--- src/design/lcd_pkg.sv ---
// ----------------------------------------------------------------------------
// lcd_pkg
// Shared types, constants and helpers for the character display controller.
// ----------------------------------------------------------------------------
`default_nettype none

package lcd_pkg;

  localparam int OpcodeW   = 3;
  localparam int CharW     = 8;
  localparam int TRowW     = 3;
  localparam int TColW     = 5;
  localparam int NibbleW   = 4;
  localparam int BaseW     = 7;
  localparam int CfgIdxW   = 2;
  localparam int RowW      = 2;
  localparam int SeqCntW   = 4;
  localparam int JobBytes  = 4;
  localparam int ByteIdxW  = 2;

  localparam int DefColumns    = 20;
  localparam int DefRows       = 4;
  localparam int DefQueueDepth = 2;

  localparam logic [BaseW-1:0] Row0BaseRst = 7'h00;
  localparam logic [BaseW-1:0] Row1BaseRst = 7'h40;
  localparam logic [BaseW-1:0] Row2BaseRst = 7'h14;
  localparam logic [BaseW-1:0] Row3BaseRst = 7'h54;

  localparam logic [7:0]         CmdClear   = 8'h01;
  localparam logic [7:0]         CharSpace  = 8'h20;
  localparam logic [SeqCntW-1:0] InitLast   = 4'd13;

  typedef enum logic [OpcodeW-1:0] {
    OP_INIT   = 3'd0,
    OP_WRITE  = 3'd1,
    OP_DELETE = 3'd2,
    OP_MOVE   = 3'd3,
    OP_CLEAR  = 3'd4
  } op_e;

  typedef enum logic [CfgIdxW-1:0] {
    REG_ROW0_BASE = 2'd0,
    REG_ROW1_BASE = 2'd1,
    REG_ROW2_BASE = 2'd2,
    REG_ROW3_BASE = 2'd3
  } cfg_idx_e;

  typedef enum logic [1:0] {
    JOB_INIT,
    JOB_BYTES,
    JOB_REJECT
  } job_kind_e;

  typedef struct packed {
    job_kind_e                  kind;
    logic [ByteIdxW-1:0]        last_byte;
    logic [JobBytes-1:0]        rs;
    logic [JobBytes-1:0][7:0]   bytes;
  } job_t;

  typedef struct packed {
    logic valid;
    job_t job;
  } head_t;

  function automatic logic [7:0] set_addr(logic [BaseW-1:0] base, logic [BaseW-1:0] col);
    logic [BaseW-1:0] sum;
    sum = base + col;
    return {1'b1, sum};
  endfunction

  function automatic logic [NibbleW-1:0] init_nibble(logic [SeqCntW-1:0] idx);
    logic [NibbleW-1:0] nib;
    case (idx)
      4'd0, 4'd1, 4'd2:  nib = 4'h3;
      4'd3, 4'd4:        nib = 4'h2;
      4'd5, 4'd7:        nib = 4'h8;
      4'd9:              nib = 4'h1;
      4'd11:             nib = 4'h6;
      4'd13:             nib = 4'hF;
      default:           nib = 4'h0;
    endcase
    return nib;
  endfunction

endpackage

`default_nettype wire

--- src/design/lcd_ifs.sv ---
// ----------------------------------------------------------------------------
// lcd channel interfaces
// Valid/ready channels for operations, bus results and register writes.
// ----------------------------------------------------------------------------
`default_nettype none

interface lcd_op_if;
  import lcd_pkg::*;
  logic               valid;
  logic               ready;
  logic [OpcodeW-1:0] opcode;
  logic [CharW-1:0]   char_code;
  logic [TRowW-1:0]   target_row;
  logic [TColW-1:0]   target_column;
  modport source (output valid, opcode, char_code, target_row, target_column, input ready);
  modport sink   (input valid, opcode, char_code, target_row, target_column, output ready);
endinterface

interface lcd_res_if;
  import lcd_pkg::*;
  logic               valid;
  logic               ready;
  logic               bus_valid;
  logic               reg_select;
  logic [NibbleW-1:0] nibble;
  logic               status;
  logic               last;
  modport source (output valid, bus_valid, reg_select, nibble, status, last, input ready);
  modport sink   (input valid, bus_valid, reg_select, nibble, status, last, output ready);
endinterface

interface lcd_cfg_if;
  import lcd_pkg::*;
  logic               valid;
  logic               ready;
  logic [CfgIdxW-1:0] index;
  logic [BaseW-1:0]   data;
  modport source (output valid, index, data, input ready);
  modport sink   (input valid, index, data, output ready);
endinterface

`default_nettype wire

--- src/design/char_lcd_cursor_controller.sv ---
// An op's job is registered in the queue, then its first beat in the result stage.
// Throughput: one result beat per cycle while the output is ready; an op yields
// 1 beat for a rejection, 2 to 8 for edits and moves and 14 for init.
// Ops are taken while the queue has room, so fronts and back overlap.
// Reset: cursor at row 0 column 0, row bases at defaults, queue and output empty.
// ----------------------------------------------------------------------------
// char_lcd_cursor_controller
// 4-bit character display front end with cursor tracking and row wrap.
// ----------------------------------------------------------------------------
`default_nettype none

module char_lcd_cursor_controller #(
  parameter int COLUMNS     = lcd_pkg::DefColumns,
  parameter int ROWS        = lcd_pkg::DefRows,
  parameter int QUEUE_DEPTH = lcd_pkg::DefQueueDepth
) (
  input  wire       clk_i,
  input  wire       rst_ni,
  lcd_op_if.sink    op_i,
  lcd_cfg_if.sink   cfg_i,
  lcd_res_if.source res_o
);
  import lcd_pkg::*;

  logic  push, full, pop;
  job_t  push_job;
  head_t head;

  lcd_front #(
    .COLUMNS (COLUMNS),
    .ROWS    (ROWS)
  ) u_front (
    .clk_i      (clk_i),
    .rst_ni     (rst_ni),
    .op_i       (op_i),
    .cfg_i      (cfg_i),
    .q_full_i   (full),
    .push_o     (push),
    .push_job_o (push_job)
  );

  lcd_queue #(
    .DEPTH (QUEUE_DEPTH)
  ) u_queue (
    .clk_i      (clk_i),
    .rst_ni     (rst_ni),
    .push_i     (push),
    .push_job_i (push_job),
    .full_o     (full),
    .pop_i      (pop),
    .head_o     (head)
  );

  lcd_back u_back (
    .clk_i  (clk_i),
    .rst_ni (rst_ni),
    .head_i (head),
    .pop_o  (pop),
    .res_o  (res_o)
  );

endmodule

`default_nettype wire

--- src/design/lcd_front.sv ---
// ----------------------------------------------------------------------------
// lcd_front
// Takes operation beats, tracks the cursor and turns each operation into a
// sequencer job: init, reject or command/data bytes. Holds row base registers.
// ----------------------------------------------------------------------------
`default_nettype none

module lcd_front #(
  parameter int COLUMNS = lcd_pkg::DefColumns,
  parameter int ROWS    = lcd_pkg::DefRows
) (
  input  wire           clk_i,
  input  wire           rst_ni,
  lcd_op_if.sink        op_i,
  lcd_cfg_if.sink       cfg_i,
  input  wire           q_full_i,
  output logic          push_o,
  output lcd_pkg::job_t push_job_o
);
  import lcd_pkg::*;

  localparam int ColW = $clog2(COLUMNS);
  localparam logic [ColW-1:0] LastCol = ColW'(COLUMNS - 1);
  localparam logic [RowW-1:0] LastRow = RowW'(ROWS - 1);

  logic [BaseW-1:0] base0_q, base1_q, base2_q, base3_q;
  logic [RowW-1:0]  row_q, row_d;
  logic [ColW-1:0]  col_q, col_d;
  logic [RowW-1:0]  next_row, prev_row;
  logic [BaseW-1:0] col7, last_col7;
  logic [7:0]       addr_a, addr_b;
  logic             move_bad;
  job_t             job;

  function automatic logic [BaseW-1:0] pick(logic [RowW-1:0] r, logic [BaseW-1:0] b0,
                                            logic [BaseW-1:0] b1, logic [BaseW-1:0] b2,
                                            logic [BaseW-1:0] b3);
    logic [BaseW-1:0] b;
    case (r)
      2'd0:    b = b0;
      2'd1:    b = b1;
      2'd2:    b = b2;
      default: b = b3;
    endcase
    return b;
  endfunction

  assign cfg_i.ready = 1'b1;
  assign op_i.ready  = !q_full_i;
  assign push_o      = op_i.valid && !q_full_i;
  assign push_job_o  = job;

  always_ff @(posedge clk_i or negedge rst_ni) begin
    if (!rst_ni) begin
      base0_q <= Row0BaseRst;
      base1_q <= Row1BaseRst;
      base2_q <= Row2BaseRst;
      base3_q <= Row3BaseRst;
    end else if (cfg_i.valid) begin
      case (cfg_i.index)
        REG_ROW0_BASE: base0_q <= cfg_i.data;
        REG_ROW1_BASE: base1_q <= cfg_i.data;
        REG_ROW2_BASE: base2_q <= cfg_i.data;
        REG_ROW3_BASE: base3_q <= cfg_i.data;
        default:       base0_q <= base0_q;
      endcase
    end
  end

  always_ff @(posedge clk_i or negedge rst_ni) begin
    if (!rst_ni) begin
      row_q <= '0;
      col_q <= '0;
    end else if (push_o) begin
      row_q <= row_d;
      col_q <= col_d;
    end
  end

  always_comb begin
    next_row  = (row_q == LastRow) ? '0 : row_q + 1'b1;
    prev_row  = row_q - 1'b1;
    col7      = BaseW'(col_q);
    last_col7 = BaseW'(LastCol);
    move_bad  = (32'(op_i.target_row) >= ROWS) || (32'(op_i.target_column) >= COLUMNS);

    job           = '0;
    job.kind      = JOB_REJECT;
    row_d         = row_q;
    col_d         = col_q;
    addr_a        = '0;
    addr_b        = '0;

    case (op_i.opcode)
      OP_INIT: begin
        job.kind = JOB_INIT;
        row_d    = '0;
        col_d    = '0;
      end
      OP_WRITE: begin
        job.kind     = JOB_BYTES;
        job.bytes[0] = op_i.char_code;
        job.rs[0]    = 1'b1;
        if (col_q == LastCol) begin
          addr_a       = set_addr(pick(next_row, base0_q, base1_q, base2_q, base3_q), '0);
          job.bytes[1] = addr_a;
          job.last_byte = 2'd1;
          row_d        = next_row;
          col_d        = '0;
        end else begin
          col_d = col_q + 1'b1;
        end
      end
      OP_DELETE: begin
        if (row_q == '0 && col_q == '0) begin
          job.kind = JOB_REJECT;
        end else if (col_q == '0) begin
          addr_a        = set_addr(pick(prev_row, base0_q, base1_q, base2_q, base3_q),
                                   last_col7);
          addr_b        = set_addr(pick(row_q, base0_q, base1_q, base2_q, base3_q), '0);
          job.kind      = JOB_BYTES;
          job.bytes     = {addr_a, addr_b, CharSpace, addr_a};
          job.rs        = 4'b0010;
          job.last_byte = 2'd3;
          row_d         = prev_row;
          col_d         = LastCol;
        end else begin
          addr_a        = set_addr(pick(row_q, base0_q, base1_q, base2_q, base3_q),
                                   col7 - 1'b1);
          job.kind      = JOB_BYTES;
          job.bytes     = {8'h00, addr_a, CharSpace, addr_a};
          job.rs        = 4'b0010;
          job.last_byte = 2'd2;
          col_d         = col_q - 1'b1;
        end
      end
      OP_MOVE: begin
        if (!move_bad) begin
          addr_a       = set_addr(pick(RowW'(op_i.target_row), base0_q, base1_q, base2_q,
                                       base3_q), BaseW'(op_i.target_column));
          job.kind     = JOB_BYTES;
          job.bytes[0] = addr_a;
          row_d        = RowW'(op_i.target_row);
          col_d        = ColW'(op_i.target_column);
        end
      end
      OP_CLEAR: begin
        job.kind     = JOB_BYTES;
        job.bytes[0] = CmdClear;
      end
      default: job.kind = JOB_REJECT;
    endcase
  end

endmodule

`default_nettype wire

--- src/design/lcd_queue.sv ---
// ----------------------------------------------------------------------------
// lcd_queue
// Short job queue between the front end and the nibble sequencer.
// ----------------------------------------------------------------------------
`default_nettype none

module lcd_queue #(
  parameter int DEPTH = lcd_pkg::DefQueueDepth
) (
  input  wire            clk_i,
  input  wire            rst_ni,
  input  wire            push_i,
  input  lcd_pkg::job_t  push_job_i,
  output logic           full_o,
  input  wire            pop_i,
  output lcd_pkg::head_t head_o
);
  import lcd_pkg::*;

  localparam int PtrW = (DEPTH > 1) ? $clog2(DEPTH) : 1;
  localparam int CntW = $clog2(DEPTH + 1);
  localparam logic [PtrW-1:0] LastPtr = PtrW'(DEPTH - 1);

  job_t            mem_q [DEPTH];
  logic [PtrW-1:0] wr_q, wr_d, rd_q, rd_d;
  logic [CntW-1:0] cnt_q, cnt_d;

  assign full_o       = (cnt_q == CntW'(DEPTH));
  assign head_o.valid = (cnt_q != '0);
  assign head_o.job   = mem_q[rd_q];

  always_comb begin
    wr_d  = push_i ? ((wr_q == LastPtr) ? '0 : wr_q + 1'b1) : wr_q;
    rd_d  = pop_i  ? ((rd_q == LastPtr) ? '0 : rd_q + 1'b1) : rd_q;
    cnt_d = cnt_q + CntW'(push_i) - CntW'(pop_i);
  end

  always_ff @(posedge clk_i or negedge rst_ni) begin
    if (!rst_ni) begin
      wr_q  <= '0;
      rd_q  <= '0;
      cnt_q <= '0;
    end else begin
      wr_q  <= wr_d;
      rd_q  <= rd_d;
      cnt_q <= cnt_d;
    end
  end

  always_ff @(posedge clk_i) begin
    if (push_i) begin
      mem_q[wr_q] <= push_job_i;
    end
  end

endmodule

`default_nettype wire

--- src/design/lcd_back.sv ---
// ----------------------------------------------------------------------------
// lcd_back
// Walks the head job one nibble per beat into a registered result stage.
// ----------------------------------------------------------------------------
`default_nettype none

module lcd_back (
  input  wire            clk_i,
  input  wire            rst_ni,
  input  lcd_pkg::head_t head_i,
  output logic           pop_o,
  lcd_res_if.source      res_o
);
  import lcd_pkg::*;

  logic [SeqCntW-1:0]  cnt_q, cnt_d;
  logic                vld_q;
  logic                bus_q, rs_q, status_q, last_q;
  logic [NibbleW-1:0]  nib_q;
  logic                bus_c, rs_c, status_c, last_c;
  logic [NibbleW-1:0]  nib_c;
  logic [ByteIdxW-1:0] bidx;
  logic [7:0]          cur_byte;
  logic                load;

  assign res_o.valid      = vld_q;
  assign res_o.bus_valid  = bus_q;
  assign res_o.reg_select = rs_q;
  assign res_o.nibble     = nib_q;
  assign res_o.status     = status_q;
  assign res_o.last       = last_q;

  assign load  = head_i.valid && (!vld_q || res_o.ready);
  assign pop_o = load && last_c;

  always_comb begin
    bidx     = cnt_q[ByteIdxW:1];
    cur_byte = head_i.job.bytes[bidx];
    bus_c    = 1'b1;
    rs_c     = 1'b0;
    status_c = 1'b0;
    nib_c    = '0;
    last_c   = 1'b0;
    case (head_i.job.kind)
      JOB_INIT: begin
        nib_c  = init_nibble(cnt_q);
        last_c = (cnt_q == InitLast);
      end
      JOB_BYTES: begin
        nib_c  = cnt_q[0] ? cur_byte[3:0] : cur_byte[7:4];
        rs_c   = head_i.job.rs[bidx];
        last_c = cnt_q[0] && (bidx == head_i.job.last_byte);
      end
      default: begin
        bus_c    = 1'b0;
        status_c = 1'b1;
        last_c   = 1'b1;
      end
    endcase
    cnt_d = last_c ? '0 : cnt_q + 1'b1;
  end

  always_ff @(posedge clk_i or negedge rst_ni) begin
    if (!rst_ni) begin
      vld_q <= 1'b0;
      cnt_q <= '0;
    end else begin
      if (load) begin
        vld_q <= 1'b1;
        cnt_q <= cnt_d;
      end else if (res_o.ready) begin
        vld_q <= 1'b0;
      end
    end
  end

  always_ff @(posedge clk_i) begin
    if (load) begin
      bus_q    <= bus_c;
      rs_q     <= rs_c;
      nib_q    <= nib_c;
      status_q <= status_c;
      last_q   <= last_c;
    end
  end

endmodule

`default_nettype wire

--- src/flat_wrapper.sv ---
// flat-port wrapper written by rule: the top's interface ports become plain ports
module char_lcd_cursor_controller_flat import lcd_pkg::*;
#(
  parameter int COLUMNS     = lcd_pkg::DefColumns,
  parameter int ROWS        = lcd_pkg::DefRows,
  parameter int QUEUE_DEPTH = lcd_pkg::DefQueueDepth
)
  (clk_i, rst_ni, op_i_valid, op_i_opcode, op_i_char_code, op_i_target_row, op_i_target_column, op_i_ready, cfg_i_valid, cfg_i_index, cfg_i_data, cfg_i_ready, res_o_valid, res_o_bus_valid, res_o_reg_select, res_o_nibble, res_o_status, res_o_last, res_o_ready);
  lcd_op_if op_i_i ();
  lcd_cfg_if cfg_i_i ();
  lcd_res_if res_o_i ();
  input  wire clk_i;
  input  wire rst_ni;
  input wire logic [$bits(op_i_i.valid)-1:0] op_i_valid;
  input wire logic [$bits(op_i_i.opcode)-1:0] op_i_opcode;
  input wire logic [$bits(op_i_i.char_code)-1:0] op_i_char_code;
  input wire logic [$bits(op_i_i.target_row)-1:0] op_i_target_row;
  input wire logic [$bits(op_i_i.target_column)-1:0] op_i_target_column;
  output wire logic [$bits(op_i_i.ready)-1:0] op_i_ready;
  input wire logic [$bits(cfg_i_i.valid)-1:0] cfg_i_valid;
  input wire logic [$bits(cfg_i_i.index)-1:0] cfg_i_index;
  input wire logic [$bits(cfg_i_i.data)-1:0] cfg_i_data;
  output wire logic [$bits(cfg_i_i.ready)-1:0] cfg_i_ready;
  output wire logic [$bits(res_o_i.valid)-1:0] res_o_valid;
  output wire logic [$bits(res_o_i.bus_valid)-1:0] res_o_bus_valid;
  output wire logic [$bits(res_o_i.reg_select)-1:0] res_o_reg_select;
  output wire logic [$bits(res_o_i.nibble)-1:0] res_o_nibble;
  output wire logic [$bits(res_o_i.status)-1:0] res_o_status;
  output wire logic [$bits(res_o_i.last)-1:0] res_o_last;
  input wire logic [$bits(res_o_i.ready)-1:0] res_o_ready;
  assign op_i_i.valid = op_i_valid;
  assign op_i_i.opcode = op_i_opcode;
  assign op_i_i.char_code = op_i_char_code;
  assign op_i_i.target_row = op_i_target_row;
  assign op_i_i.target_column = op_i_target_column;
  assign op_i_ready = op_i_i.ready;
  assign cfg_i_i.valid = cfg_i_valid;
  assign cfg_i_i.index = cfg_i_index;
  assign cfg_i_i.data = cfg_i_data;
  assign cfg_i_ready = cfg_i_i.ready;
  assign res_o_valid = res_o_i.valid;
  assign res_o_bus_valid = res_o_i.bus_valid;
  assign res_o_reg_select = res_o_i.reg_select;
  assign res_o_nibble = res_o_i.nibble;
  assign res_o_status = res_o_i.status;
  assign res_o_last = res_o_i.last;
  assign res_o_i.ready = res_o_ready;
  char_lcd_cursor_controller #(.COLUMNS(COLUMNS), .ROWS(ROWS), .QUEUE_DEPTH(QUEUE_DEPTH)) u_core (.clk_i(clk_i), .rst_ni(rst_ni), .op_i(op_i_i), .cfg_i(cfg_i_i), .res_o(res_o_i));
endmodule
--- config.mk ---
export PLATFORM = sky130hd
export DESIGN_NAME = char_lcd_cursor_controller_flat
export DESIGN_NICKNAME = d
export VERILOG_FILES = /design/src/design/lcd_pkg.sv /design/src/design/lcd_ifs.sv /design/src/design/char_lcd_cursor_controller.sv /design/src/design/lcd_front.sv /design/src/design/lcd_queue.sv /design/src/design/lcd_back.sv /design/src/flat_wrapper.sv
export SDC_FILE = /design/constraint.sdc
export NUM_CORES = 1
export LEC_CHECK = 0
export BUFFER_PORTS_ARGS = -buffer_cell sky130_fd_sc_hd__buf_2
export CAP_MARGIN = 20
export CORE_ASPECT_RATIO = 1.4
export CORE_MARGIN = 4
export CORE_UTILIZATION = 57
export CTS_BUF_LIST = sky130_fd_sc_hd__clkbuf_8
export DETAILED_ROUTE_END_ITERATION = 6
export GPL_ROUTABILITY_DRIVEN = 0
export PLACE_DENSITY = 0.79
export SYNTH_ARGS = -nofsm -noshare
export SYNTH_HDL_FRONTEND = slang
export SYNTH_SLANG_ARGS = --single-unit
export TNS_END_PERCENT = 100
--- constraint.sdc ---
create_clock -name clk_i -period 3.1 [get_ports clk_i]
set_input_delay 0.62 -clock clk_i [delete_from_list [all_inputs] [get_ports clk_i]]
set_output_delay 0.62 -clock clk_i [all_outputs]
set_load 0.01 [all_outputs]
# ---- Word-level counts from Yosys, hierarchy flattened
# Memories as Yosys holds them, arrays and structs flattened.
# Index checks and enable logic that the tools add are counted.
dict set report word_totals {
  regBits 52
  mem_bits_rw 80
  romBits 64
  out_inout_bits 11
  wordCells 140
  memories 2
}
# name depth width read_ports rd_ports_with_merged_regs wr line_no
set mem_list {}
lappend mem_list {u_core.u_queue.mem_q 2 40 1 0 1 lcd_queue.sv:24} ;# job_t mem_q [DEPTH];
lappend mem_list {{(name not given)} 16 4 1 0 0 lcd_pkg.sv:75} ;# case (idx)
dict set report classes {
  n_addsub 13
  order_cmp 3
  n_eq_ne 25
  n_mux 53
  n_reduce_logical 28
}
# cell n
set op_table {}
lappend op_table {{case mux 7 bit (3 select lines)} 4}
lappend op_table {{2-to-1 mux 7 bit} 8}
lappend op_table {{2-to-1 mux 38 bit} 1}
lappend op_table {{2-to-1 mux 37 bit} 1}
lappend op_table {{case mux 8 bit (4 select lines)} 1}
lappend op_table {{2-to-1 mux 8 bit} 3}
lappend op_table {{2-to-1 mux 5 bit} 4}
lappend op_table {{case mux 5 bit (4 select lines)} 1}
lappend op_table {{binary-select mux 8 bit (select 2 bit)} 1}
lappend op_table {{== test 2 bit, second input constant} 8}
lappend op_table {{2-to-1 mux 16 bit} 1}
lappend op_table {{case mux 2 bit (4 select lines)} 2}
lappend op_table {{case mux 8 bit (2 select lines)} 1}
lappend op_table {{2-to-1 mux 2 bit} 7}
lappend op_table {{== test 2 x 1 -> 1 bit, second input constant} 6}
lappend op_table {{zero test 2 bit} 6}
lappend op_table {{2-to-1 mux 1 bit} 10}
lappend op_table {{2-to-1 mux 4 bit} 2}
lappend op_table {{inequality test 2 bit, second input constant} 4}
lappend op_table {{case mux 4 bit (2 select lines)} 1}
lappend op_table {{AND reduction 2 bit} 4}
lappend op_table {{adder 7 x 5 -> 7 bit} 1}
lappend op_table {{adder 7 x 5 -> 7 bit, second input constant} 1}
lappend op_table {{adder 7 bit} 1}
lappend op_table {{32 further kinds} 43}

# ---- Longest topological paths before layout
dict set report depth {
  depth_word 10
  depth_mapped 13
  mapped_depth_nobuf 12
}

# ---- Cells and area by module
# From an unflattened synthesis, not the netlist that was laid out.
dict set report hier_totals {
  cells_unflattened 627
  hier_area_um2 7786.2
}
# module instances cells_each area_each_um2 seq_area_each_um2
set modules_own_cells {}
lappend modules_own_cells {lcd_front 1 390 3465.8 883.3}
lappend modules_own_cells {lcd_queue 1 140 3289.4 2502.4}
lappend modules_own_cells {lcd_back 1 97 1031.0 365.4}

# ---- Worst setup path before layout
# No wires, ideal clock.
dict set report synth_timing {
  path_type {reg2reg}
  start {register u_core.u_front.row_q[0]}
  end {memory u_core.u_queue.mem_q[0][4] in the netlist's numbering (data pin)}
  setup_ns 0.265
  t_arrival_ns 2.857
  path_slack_ns -0.022
  path_stages_with_launch 14
  synth_period_minus_slack_ns 3.122
  cell_sequence {dfrtp_1 -> inv_1 -> ha_1 -> buf_2 -> a222oi_1 -> mux2i_1 -> ha_1 -> fa_1 -> a21o_1 -> a21oi_1 -> xnor2_1 -> a21oi_1 -> a21oi_1 -> a221o_1}
}
# element line_no
set synth_lines {}
lappend synth_lines {{from (decl)} lcd_front.sv:27} ;# logic [RowW-1:0] row_q, row_d;
lappend synth_lines {{from (signal assigned)} lcd_front.sv:75} ;# row_q <= row_d;
lappend synth_lines {{to (decl)} lcd_queue.sv:24}

==> metrics.txt <==
# TYPE chip_impl_metric gauge
chip_impl_info{name="status",value="finished with violations"} 1
chip_impl_info{name="violations",value="design-rule violations"} 1
chip_impl_metric{name="initialDrtViolationCount",unit=""} 718
chip_impl_metric{name="arrival",unit="ns"} 3.19
chip_impl_metric{name="setup_ws_final",unit="ns"} 0.07993
chip_impl_metric{name="synth_area",unit="sq mm"} 0.007038
chip_impl_metric{name="fp.dieArea",unit="sq mm"} 0.01421
chip_impl_metric{name="post_dp_hpwl",unit="microns"} 11940
chip_impl_metric{name="synth-edff-count",unit=""} 82
chip_impl_metric{name="cts_buffer_depth",unit=""} 2
chip_impl_metric{name="row_count",unit=""} 47
chip_impl_metric{name="initial_antenna_violation_count",unit=""} 0
chip_impl_metric{name="cts_htree_levels",unit=""} 4
chip_impl_metric{name="synthesis.yosys.warnings",unit=""} 0
chip_impl_metric{name="final_antenna_diode_count",unit=""} 0
chip_impl_metric{name="ir_drop",unit="mV"} 0.5199
chip_impl_metric{name="core_region_area",unit="sq mm"} 0.01194
chip_impl_metric{name="grt_max_degree",unit=""} 45
chip_impl_metric{name="drt-vias-per-instance",unit=""} 6.514
chip_impl_metric{name="area_growth",unit="%"} 14.63
chip_impl_metric{name="async_flop_share",unit=""} 0.3492
chip_impl_metric{name="nets",unit=""} 697
chip_impl_info{name="type_of_element_capturing_the_critical_path",value="flip-flop"} 1
chip_impl_metric{name="detailedPlace.worstSlack",unit="ns"} -0.06923
chip_impl_metric{name="worstPathMaxFanout",unit=""} 4
chip_impl_metric{name="worst_slew_pin_slew",unit="ns"} 0.7627
chip_impl_metric{name="floorplan.io_pins",unit=""} 44
chip_impl_metric{name="die_y",unit="microns"} 139.5
chip_impl_metric{name="fin_worst_skew",unit="ns"} 0.009850
chip_impl_metric{name="synth.avg_cell_area",unit="sq um"} 12.43
chip_impl_info{name="cts_root_buf",value="sky130_fd_sc_hd__clkbuf_8"} 1
chip_impl_metric{name="cellPowerDensity",unit="mW/mm^2"} 1031
chip_impl_metric{name="critical_path_required",unit="ns"} 3.27
chip_impl_metric{name="route.vias.total",unit=""} 5179
chip_impl_metric{name="final-max-slew-violation-count",unit=""} 0
chip_impl_info{name="clock_tree_from_tritoncts",value="built"} 1
chip_impl_metric{name="routed_wl",unit="microns"} 16640
chip_impl_metric{name="ys_seq_area_frac",unit=""} 0.5074
chip_impl_info{name="rsz_0062_raised_after_global_routing",value="yes"} 1
chip_impl_metric{name="leak",unit="uW"} 0.003196
chip_impl_info{name="synth_top_flop_cell",value="sky130_fd_sc_hd__edfxtp_1"} 1
chip_impl_info{name="synth.area.top_cells",value="sky130_fd_sc_hd__edfxtp_1, sky130_fd_sc_hd__dfrtp_1, sky130_fd_sc_hd__mux4_2"} 1
chip_impl_info{name="synthTopCellsByCount",value="sky130_fd_sc_hd__edfxtp_1, sky130_fd_sc_hd__nor2_1, sky130_fd_sc_hd__a21oi_1, sky130_fd_sc_hd__dfrtp_1, sky130_fd_sc_hd__mux2_2"} 1
chip_impl_info{name="synth.largest_area_cell",value="sky130_fd_sc_hd__edfxtp_1"} 1
chip_impl_metric{name="first_global_vias",unit=""} 5189
chip_impl_metric{name="final_period_minus_worst_setup_slack",unit="ns"} 3.020
chip_impl_metric{name="max_clock_freq",unit="GHz"} 0.3311
chip_impl_metric{name="synth-seq-cells",unit=""} 126
chip_impl_metric{name="drv_cap",unit=""} 0
chip_impl_metric{name="fin_crit_sh",unit=""} 0.9742
chip_impl_metric{name="detail_route.wl_per_cell",unit="microns"} 20.93
chip_impl_metric{name="finalHoldViolations",unit=""} 0
chip_impl_info{name="synth_most_common_cell",value="sky130_fd_sc_hd__edfxtp_1"} 1
chip_impl_metric{name="first_pass_iters",unit=""} 7
chip_impl_metric{name="drive_gt1_frac",unit=""} 0.3025
chip_impl_info{name="critPathKind",value="flip-flop to flip-flop"} 1
chip_impl_metric{name="syn_inst",unit=""} 566
chip_impl_metric{name="synth_cell_types",unit=""} 58
chip_impl_metric{name="p_total",unit="uW"} 8315
chip_impl_metric{name="setup_viol",unit=""} 0
chip_impl_metric{name="wire_length_of_the_first_global_routing_pass",unit="microns"} 26500
chip_impl_metric{name="initial_core_util",unit=""} 0.5896
chip_impl_info{name="startpoint_kind_of_the_worst_setup_timing_path",value="flip-flop"} 1
chip_impl_metric{name="worst_slew_margin_rel",unit=""} 0.4916
chip_impl_metric{name="io_buffer_count",unit=""} 42
chip_impl_metric{name="clk_pin_slew",unit="ns"} 0.08
chip_impl_metric{name="drc",unit=""} 16
chip_impl_metric{name="final_ant_viol_nets",unit=""} 0
chip_impl_metric{name="track_usage",unit=""} 0.2425
chip_impl_metric{name="numClockSinks",unit=""} 126
chip_impl_metric{name="later_pin_clock_latency_in_the_skew_report",unit="ns"} 0.44
chip_impl_metric{name="chipWidth",unit="microns"} 101.9
chip_impl_metric{name="synthesis.nets",unit=""} 628
chip_impl_metric{name="cts_inserted_buffers",unit=""} 17
chip_impl_info{name="hp_class",value="primary input to flip-flop"} 1
chip_impl_metric{name="synthDominantCellAreaShare",unit=""} 0.3499
chip_impl_metric{name="overflow",unit=""} 0
## layer usage
layer | wire, microns | part of all wire | global-route usage | vias to the layer above
met4 | 678 | 0.041 | 0.1057 | 0
met2 | 8897 | 0.53 | 0.4252 | 288
met3 | 1060 | 0.064 | 0.05608 | 62
met1 | 6007 | 0.36 | 0.2785 | 2513
met5 | 0 | 0 | 0 | -
li1 | - | - | - | 2316
## sequential cells by signal, indices dropped and copies added (netlist names), 4 cells and up
| signal | count |
|---|---|
| u_core.u_front.base1_q | 7 |
| u_core.u_back.res_o.nibble | 4 |
| u_core.u_front.col_q | 5 |
| u_core.u_back.cnt_q | 4 |
| u_core.u_front.base0_q | 7 |
| u_core.u_queue.mem_q | 74 |
| u_core.u_front.base2_q | 7 |
| u_core.u_front.base3_q | 7 |
## worst paths after layout
check | from | to | slack [ns] | cells after the start
worst min register to register | u_core.u_back.res_o.valid$_DFFE_PN0P_ | u_core.u_back.res_o.valid$_DFFE_PN0P_ | 0.50 | 2
min in group asynchronous | rst_ni | u_core.u_back.cnt_q[3]$_DFFE_PN0P_ | 0.53 | 2
worst max-delay path | u_core.u_front.row_q[0]$_DFFE_PN0P_ | u_core.u_queue.mem_q[0][6]$_DFFE_PP_ | 0.08 | 12
max in group asynchronous | rst_ni | u_core.u_front.base2_q[4]$_DFFE_PN1P_ | 2.06 | 3
worst min-delay path | res_o_ready | u_core.u_back.res_o.valid$_DFFE_PN0P_ | 0.45 | 3
worst max register to register | u_core.u_front.row_q[0]$_DFFE_PN0P_ | u_core.u_queue.mem_q[0][6]$_DFFE_PP_ | 0.08 | 12
## area by class of cell
cell class / count / area, sq um
Timing Repair Buffer: 80 / 514.2
Clock buffer: 17 / 234.0
Sequential cell: 126 / 3572
Inverter: 33 / 123.9
Clock inverter: 15 / 178.9
Tap cell: 147 / 183.9
Multi-Input combinational cell: 377 / 3261
Fill cell: 830 / 3870
## where the power goes
part	switching, uW	internal [uW]
clock	645	860
combinational	2240	1870
sequential	322	2380
## logic make-up (layout without fill, tap and decap cells)
group,count (synthesis),in the layout,share of synthesized area
multiplexers,78,78,0.1660
AND/OR/NAND/NOR,121,121,0.08373
adder cells (fa/ha/maj),29,29,0.05369
XOR/XNOR,21,21,0.02613
AO/OA/AOI/OAI,127,127,0.1227
flip-flops,126,126,0.5074
buffers and inverters,63,145,0.03982
other,1,1,0.0005328
## critical path: stages (launching register included)
cell	delay [ns]
sky130_fd_sc_hd__dfrtp_1	0.42
sky130_fd_sc_hd__buf_6	0.14
sky130_fd_sc_hd__ha_4	0.17
sky130_fd_sc_hd__a222oi_1	0.29
sky130_fd_sc_hd__mux2i_1	0.17
sky130_fd_sc_hd__ha_2	0.24
sky130_fd_sc_hd__fa_2	0.39
sky130_fd_sc_hd__a211oi_2	0.22
sky130_fd_sc_hd__o21bai_1	0.11
sky130_fd_sc_hd__a21oi_1	0.17
sky130_fd_sc_hd__xnor2_1	0.09
sky130_fd_sc_hd__o21ai_1	0.20
sky130_fd_sc_hd__o221ai_2	0.13
## metrics by stage
stage                     cell area (sq um)  utilization  hold WS (ns)  setup TNS, ns  std cells
after floorplan                        7041            -        0.3244              0        566
after global placement                 7496       0.6279        0.4710              0        753
after detailed placement               7496       0.6279        0.4909        -0.1384        753
after CTS                              7916       0.6631        0.3862              0        786
after global routing                   8068       0.6758        0.4319        -0.3032        795
final                                  8068       0.6758        0.4470              0        795
## cells in the final DEF (no fill, tap or decap), drive strengths merged, types with 4 or more instances in the layout
cell type	n
a21oi	38
a22oi	7
mux2i	17
bufinv	4
or3	4
nand2	27
mux2	34
dfrtp	38
buf	79
o22ai	7
nand2b	8
nor3	8
ha	27
clkbuf	17
dfstp	6
a222oi	22
xnor2	13
and2	4
clkinv	8
xor2	8
inv	35
nor2	46
mux4	27
edfxtp	82
nand3	7
a21o	4
o21ai	24
## timing repair
item	4_1_cts	5_1_grt
endpoints found under the hold margin	0	3
hold buffers	0	1
gates resized for setup	1	20
pin swaps	1	17
setup buffers	1	7
endpoints found under the setup margin	6	16
Note: power is estimated with default switching activity, not from simulation.
